$ cat config.mk
export PLATFORM = sky130hd
export DESIGN_NAME = ims_live
export DESIGN_NICKNAME = d
export VERILOG_FILES = /design/src/rtl/ims_pkg.sv /design/src/rtl/ims_live.sv
export SDC_FILE = /design/constraint.sdc
export NUM_CORES = 1
export LEC_CHECK = 0
export BUFFER_PORTS_ARGS = -buffer_cell sky130_fd_sc_hd__buf_2
export CAP_MARGIN = 20
export CORE_AREA = 4 4 126 128
export DETAILED_ROUTE_END_ITERATION = 16
export DIE_AREA = 0 0 130 132
export SYNTH_ARGS = -nofsm -noshare
export SYNTH_HDL_FRONTEND = slang
export SYNTH_SLANG_ARGS = --single-unit
$ cat constraint.sdc
create_clock -name clk -period 2.8 [get_ports clk]
set_input_delay 0.56 -clock clk [delete_from_list [all_inputs] [get_ports clk]]
set_output_delay 0.56 -clock clk [all_outputs]
set_load 0.005 [all_outputs]
$ cat src/rtl/ims_pkg.sv
// Shared constants, types and helper functions of the interference matrix builder.
`default_nettype none

package ims_pkg;

  // Number of architectural registers tracked (2 to 64).
  localparam int NUM_REGS = 64;

  // Fixed field widths.
  localparam int REG_W  = 64;
  localparam int IDX_W  = 6;
  localparam int MODE_W = 2;
  localparam int ROWS   = 64;

  // Item modes.
  localparam logic [MODE_W-1:0] MODE_LOAD  = 2'd0;
  localparam logic [MODE_W-1:0] MODE_INSTR = 2'd1;
  localparam logic [MODE_W-1:0] MODE_READ  = 2'd2;
  localparam logic [MODE_W-1:0] MODE_CLEAR = 2'd3;

  typedef logic [REG_W-1:0] reg_set_t;

  // One processed item as seen by the state-holding units.
  typedef struct packed {
    logic              en;
    logic [MODE_W-1:0] mode;
    reg_set_t          live_out;
    reg_set_t          dst;
    reg_set_t          src;
    logic [IDX_W-1:0]  idx;
  } ims_op_t;

  // Mask of the registers that exist.
  function automatic reg_set_t reg_mask_f();
    reg_set_t m;
    for (int i = 0; i < REG_W; i++) begin
      m[i] = (i < NUM_REGS);
    end
    return m;
  endfunction

  localparam reg_set_t REG_MASK = reg_mask_f();

  // Mask of all columns strictly below column r.
  function automatic reg_set_t below_f(input logic [IDX_W-1:0] r);
    reg_set_t b;
    for (int i = 0; i < REG_W; i++) begin
      b[i] = (IDX_W'(i) < r);
    end
    return b;
  endfunction

endpackage

`default_nettype wire

$ cat src/rtl/ims_live.sv
// Live register set tracker.
`default_nettype none

module ims_live import ims_pkg::*; (
  input  wire logic    clk,
  input  wire logic    rst_n,
  input  wire ims_op_t op,
  output reg_set_t     live_cur,
  output reg_set_t     live_nxt
);

  reg_set_t live_r;

  // Next live set: load, or kill the destinations and add the sources; other modes keep it.
  always_comb begin
    live_nxt = live_r;
    case (op.mode)
      MODE_LOAD:  live_nxt = op.live_out & REG_MASK;
      MODE_INSTR: live_nxt = ((live_r & ~op.dst) | op.src) & REG_MASK;
      MODE_READ:  live_nxt = live_r;
      MODE_CLEAR: live_nxt = live_r;
      default:    live_nxt = live_r;
    endcase
  end

  // The live set changes only when a transaction is processed.
  always_ff @(posedge clk) begin
    if (!rst_n) begin
      live_r <= '0;
    end else if (op.en) begin
      live_r <= live_nxt;
    end
  end

  assign live_cur = live_r;

endmodule

`default_nettype wire

Word-level counts from Yosys, hierarchy flattened --
Index checks and enable logic that the tools add are counted.
Storage, ports and cells: bits in registers 64, input bits 203, output and inout port bits 128, logic and storage cells 10
Operators by class: equality and inequality tests 3, muxes and demuxes 1, bitwise operators 3, reductions and logical operators 2
Operator list (number):
- one-hot mux 64 bit (3 select lines) | 1
- bitwise AND 64 bit | 1
- NOT 64 bit | 1
- bitwise OR 64 bit | 1
- == test 2 bit (second input constant) | 2
- == test 2 x 1 -> 1 bit (second input constant) | 1
- logical NOT 2 bit | 1
- OR reduction 2 bit | 1

Depth between registers and ports, before layout --
Gate-level depths: netlist of run 1.
word-level depth 4, mapped depth 6, gate-level depth less buffers 3

Worst setup path before layout of run 1 --
Ideal clock, no wire load.
kind input port to output port, start input port op[198] (netlist name), end output port live_nxt[59], arrival time 1.227 ns, required time 2.240 ns, slack 1.013 ns, cell stages on the path 5, buffers on the path 2, path through buf_2 buf_4 nor2b_1 o21ai_1 o21ai_1
On the way: cells in the longest elaborated chain, start to end 3, elaborated cells on any way between the ends 6, classes of those cells eq/ne (3); mux (1); reduce/logical (2)
RTL lines:
- start, declared | RTL line ims_live.sv:7 | input wire ims_op_t op,
- == test 2 bit | RTL line ims_live.sv:17 | case (op.mode)
- OR reduction 2 bit (no line)
- one-hot mux 64 bit (3 select lines) (*) | RTL line ims_live.sv:17
- end, declared | RTL line ims_live.sv:9 | output reg_set_t live_nxt
Every way passes the cells marked *; elsewhere a longest branch is shown, timed or not.

Final worst setup path of run 1 --
start input port op[198] (netlist name), end output port live_nxt[15]
Same word-level chain as after synthesis.

==> results.md, run 1 <==
* First-pass GRT wire length at 22900 µm
* Largest net degree at the start of global routing at 67
* Cell Area, Synth at 4460 µm²
* ANT nets after route at 0
* Num rows at 45
* HPWL after DPL at 11000 µm
* DIE AREA at 17200 µm²
* Clock transition at path regs at 0.05 ns
* Crit Path Class: primary input to output pin
* Final Power at 2.70 mW
* Pre-Repair DR Iteration Count at 4
* Max-cap violations at 0
* Max Slew Vio Count at 0
* Crit path max fanout at 63
* Layout area overhead at 42.6%
* Skew final at 0 ns
* Maximum vdd drop at 0.261 mV
* Unrepaired setup endpoints after global routing: no
* Final Setup Violations at 0
* Status: finished clean
* Final core occ at 42.8%
* Synth cell types at 15
* Clk buf depth at 2
* Synth Register Bits at 64
* Post_cts resized at 0
* Gr usage total at 16.2%
* CTS tree: done
* Power Dens Cells at 425 nW/µm²
* Dpl cell area at 6100 µm²
* WP data arrival at 1.79 ns
* # Post-CTS Setup Buffers at 0
* Antenna diodes at 0
* Design Area, Final at 6360 µm²
* GP Congestion at 0.755
* Layout Nets at 996
* Initial Utilization at 30.0%
* Hold crit path type: register to register
* Cts bufs inserted at 9
* Net count after synthesis at 701
* Routed length per placed instance at 15.0 µm
* Die X at 130 µm
* Clk sink count at 64
* Num ports at 331
* Final std cells w/o fill at 983
* Placed Cells at 970
* Share of layout cells above drive strength 1 at 51.1%
* Mean post-synth cell area at 8.96 µm²
* Post-Route Setup TNS at 0 ns
* Min cycle time layout at 2.35 ns
* Total Routed Length at 14800 µm
* Commonest cells after routing, fill and taps aside: buf_2 (321), o21ai_1 (184), mux2i_1 (64), nor2b_1 (64), dfxtp_1 (64)
* Vias in the first global route at 4640
* P_leak at 3.08 nW
* Initial antenna violation count at 0
* CP endpoint kind: output pin
* Die height at 132 µm
* Max_slew headroom at 63.3%
* Period utilization at 83.9%
* Drc violations at 0
* Mapped Cells at 498
* Fmax at 0.426 GHz
* IO Port Bufs at 324
* Fill cell count at 1593
* Root buf cell: clkbuf_16
* Critical Path Start Type: primary input
* Worst Path Required at 2.24 ns
* Count of final hold-check violations at 0
* CTS Hold Bufs at 0
* Later-pin clock latency in the skew report at 0.32 ns
* Sequential share of the synthesized area at 28.7%
* Yosys warns at 0
* Core area at 14900 µm²
* Vias at 4847
* Largest register FFs at 64
* Commonest non-fill, non-tap cell in the layout: buf_2
* H-tree depth at 3
* Iteration-0 DRC Markers at 136
* DR vias/cell at 4.93
* Tightest Pin Transition at 0.551 ns
* GRT Residual Overflow at 0
## power by group
group	switching (mW)	total, mW	internal (mW)
Combinational	0.353	0.688	0.335
Sequential	0.0439	1.01	0.966
Clock	0.376	1.01	0.630
Total	0.772	2.70	1.93
## cells in the mapped netlist, drive strengths merged
master / number / area share [%]
nand3b: 1 / 0.45
o21ai: 192 / 22
o211ai: 64 / 18
nor2b: 64 / 9.0
buf: 35 / 7.0
mux2i: 64 / 14
dfxtp: 64 / 29
nand2b: 1 / 0.31
clkbuf: 13 / 1.1
## worst max-delay path, stage by stage
cell,delay [ns]
buf_4,0.24
buf_12,0.31
mux2i_1,0.38
o21ai_1,0.10
buf_2,0.14
## through the flow
step                      hold WS, ns  setup WS [ns]
final                           0.486          0.452
after global routing            0.512          0.375
after CTS                       0.491          0.454
after detailed placement        0.482          0.460
after global placement          0.477          0.470
after floorplan                 0.481           1.01
## path summary, 6_finish.rpt
kind                                   start            to  slack, ns  depth (start not counted)
worst max register to register  live_cur[14]  live_cur[14]       2.16                          2
worst min-delay path             live_cur[8]   live_cur[8]       0.49                          2
worst max-delay path                 op[198]  live_nxt[15]       0.45                          5
worst min register to register   live_cur[8]   live_cur[8]       0.49                          2
## cells by family after synthesis
group,count (synthesis),synth area share (%)
simple gates,66,9.73
mux,64,14.4
buf+inv,48,8.13
compound gates,256,39.0
flops,64,28.7
## layout make-up
| cell class | count | area, µm² | area share (%) |
|---|---|---|---|
| Multi-Input combinational cell | 386 | 2820 | 44.3 |
| Timing Repair Buffer | 332 | 1760 | 27.7 |
| Sequential cell | 64 | 1280 | 20.1 |
| Clock buffer | 12 | 256 | 4.03 |
| Tap cell | 188 | 235 | 3.70 |
| Clock inverter | 1 | 5.00 | 0.0787 |
## layer usage
metal,vias up,wire [µm],GRT usage (%)
met4,0,189,5.02
met3,12,1280,4.13
met2,190,7220,28.4
li1,2456,-,-
met1,2189,6070,19.2
met5,-,0,0
(Power assumes the default switching activity.)
==> inputs of run 2 (changes only) <==
- CORE_AREA: 4 4 126 128 -> 4 4 125 127
- DIE_AREA: 0 0 130 132 -> 0 0 129 131
- PLACE_DENSITY: not set -> 0.66
- clock period: 2.8 -> 2.15 ns (I/O delays scaled with it)
==> run 2 against run 1 <==
  * Critical path type unchanged
  * Total power is 37% higher
  * Sequential cell count stayed put
  * Critical endpoint is now live_nxt[50]
  * Non-clock buffer count is 5 higher
==> results.md, run 2 (synthesis gave the netlist of run 1 again) <==
* Cts bufs inserted at 9 (unchanged)
* Routed length per placed instance at 15.3 µm (+2.1%)
* Root buf cell: clkbuf_16
* Gr usage total at 16.7% (+0.45 points)
* Critical path buffers and inverters at 4 (+1)
* Largest delay share family, worst path: buffers and inverters
* Clk sink count at 64 (unchanged)
* Period utilization at 88.3%
* Hold slack at 0.400 ns (-0.0852 ns)
* R2r worst-path depth at 2 (unchanged)
* Critical path depth at 7 (+2)
* Final Setup Violations at 0 (unchanged)
* GP Congestion at 0.809 (+7.2%)
* Max_slew headroom at 71.7% (+8.5 points)
* Post-Route Setup TNS at 0 ns (unchanged)
* Max Slew Vio Count at 0 (unchanged)
* Worst Path Required at 1.72 ns (-0.52 ns)
* CP endpoint kind: output pin
* Design Area, Final at 6470 µm² (+1.7%)
* Core area at 14400 µm² (-3.0%)
* Met3 Use GR at 4.59% (+0.46 points)
* Worst path cell trace: buf_4 > buf_12 > buf_12 > nor2b_1 > o21ai_0 > o21ai_1 > buf_2
* Commonest non-fill, non-tap cell in the layout: buf_2
* Met1 Use GR at 20.2% (+1.0 points)
* ANT nets after route at 0 (unchanged)
* Initial Utilization at 30.9% (+0.92 points)
* Tightest Pin Transition at 0.424 ns (-0.127 ns)
* GRT Residual Overflow at 0 (unchanged)
* Max stage delay on crit path at 0.22 ns (-0.16 ns)
* P_leak at 3.14 nW (+1.8%)
* Initial antenna violation count at 0 (unchanged)
* DR vias/cell at 4.95 (+0.44%)
* Setup WS post-layout at 0.252 ns (-0.199 ns)
* Slowest CP cell: nor2b_1
* Vias at 4888 (+0.85%)
* Clock transition at path regs at 0.05 ns (about the same)
* Largest register FFs at 64 (unchanged)
* Pre-Repair DR Iteration Count at 4 (unchanged)
* IO Port Bufs at 324 (unchanged)
* Dpl cell area at 6170 µm² (+1.1%)
* Grt peak-use layer: met2
* Total Routed Length at 15100 µm (+2.5%)
* Crit path max fanout at 27 (-57%)
* Status: finished clean
* Min cycle time layout at 1.90 ns
* Clk buf depth at 2 (unchanged)
* Met2 GRT Util at 28.7% (+0.26 points)
* Hold depth at 3 (+1)
* Layout Nets at 1001 (+0.50%)
* Unrepaired setup endpoints after global routing: no
* Power Dens Cells at 573 nW/µm² (+35%)
* Maximum vdd drop at 0.277 mV (+6.1%)
* Setup Slack @ Placement at 0.261 ns (-0.199 ns)
* Final std cells w/o fill at 987 (+0.41%)
* CTS Hold Bufs at 0 (unchanged)
* Hold crit path type: primary input to register
* HPWL after DPL at 12000 µm (+8.5%)
* Most used cell, CP: buf_12
* WP data arrival at 1.47 ns (-0.32 ns)
* Count of final hold-check violations at 0 (unchanged)
* Num ports at 331 (unchanged)
* Die X at 129 µm (-0.77%)
* Later-pin clock latency in the skew report at 0.32 ns (about the same)
* H-tree depth at 3 (unchanged)
* Num rows at 44 (-2.2%)
* Drc violations at 0 (unchanged)
* Share of layout cells above drive strength 1 at 51.4% (+0.36 points)
* # Post-CTS Setup Buffers at 0 (unchanged)
* DIE AREA at 16900 µm² (-1.5%)
* Vias in the first global route at 4585 (-1.2%)
* Final Power at 3.71 mW (+37%)
* CTS tree: done
* Layout area overhead at 45.0%
* Iteration-0 DRC Markers at 163 (+20%)
* Max-cap violations at 0 (unchanged)
* Post_cts resized at 0 (unchanged)
* Commonest cells after routing, fill and taps aside: buf_2 (321), o21ai_1 (184), mux2i_1 (64), nor2b_1 (64), dfxtp_1 (64)
* Antenna diodes at 0 (unchanged)
* Critical Path Start Type: primary input
* First-pass GRT wire length at 22900 µm (+0.27%)
* Die height at 131 µm (-0.76%)
* Crit Path Class: primary input to output pin
* Largest net degree at the start of global routing at 64 (-4.5%)
* Skew final at 0 ns (unchanged)
* Fmax at 0.527 GHz
* Final core occ at 44.8% (+2.1 points)
* Placed Cells at 971 (+0.10%)
[run 2: cell count changes in the layout (fill, tap and decap cells not counted)]
| cell | change |
|---|---|
| buf_4 | +2 |
| clkinv_2 | +1 |
| buf_12 | +3 |
| clkbuf_1 | +1 |
| bufinv_16 | +1 |
[run 2: worst paths after layout]
kind	from	to	slack, ns
max	op[198]	live_nxt[50]	0.25
min	op[196]	live_cur[62]	0.40
max reg2reg	live_cur[31]	live_cur[31]	1.49
min reg2reg	live_cur[26]	live_cur[26]	0.49
[run 2: routing by layer]
layer	routed length, µm	part of all wire (%)
met1	6170	41
met2	7470	49
met3	1280	8.5
met4	206	1.4
met5	0	0
[run 2: cell type report]
cell class	count	area (µm²)
Clock buffer	13	260
Multi-Input combinational cell	386	2820
Sequential cell	64	1280
Tap cell	184	230
Fill cell	1501	7960
Clock inverter	3	40.0
Timing Repair Buffer	337	1840
[run 2: where the power goes]
| group | internal (mW) | switching, mW |
|---|---|---|
| Combinational | 0.450 | 0.464 |
| Sequential | 1.26 | 0.0587 |
| Clock | 0.958 | 0.521 |
[run 2: worst reg2reg max path: cells and delay by family, from the launching register on]
family	cells	cell delay [ns]
flip-flops	1	0.37
AO/OA/AOI/OAI	2	0.21
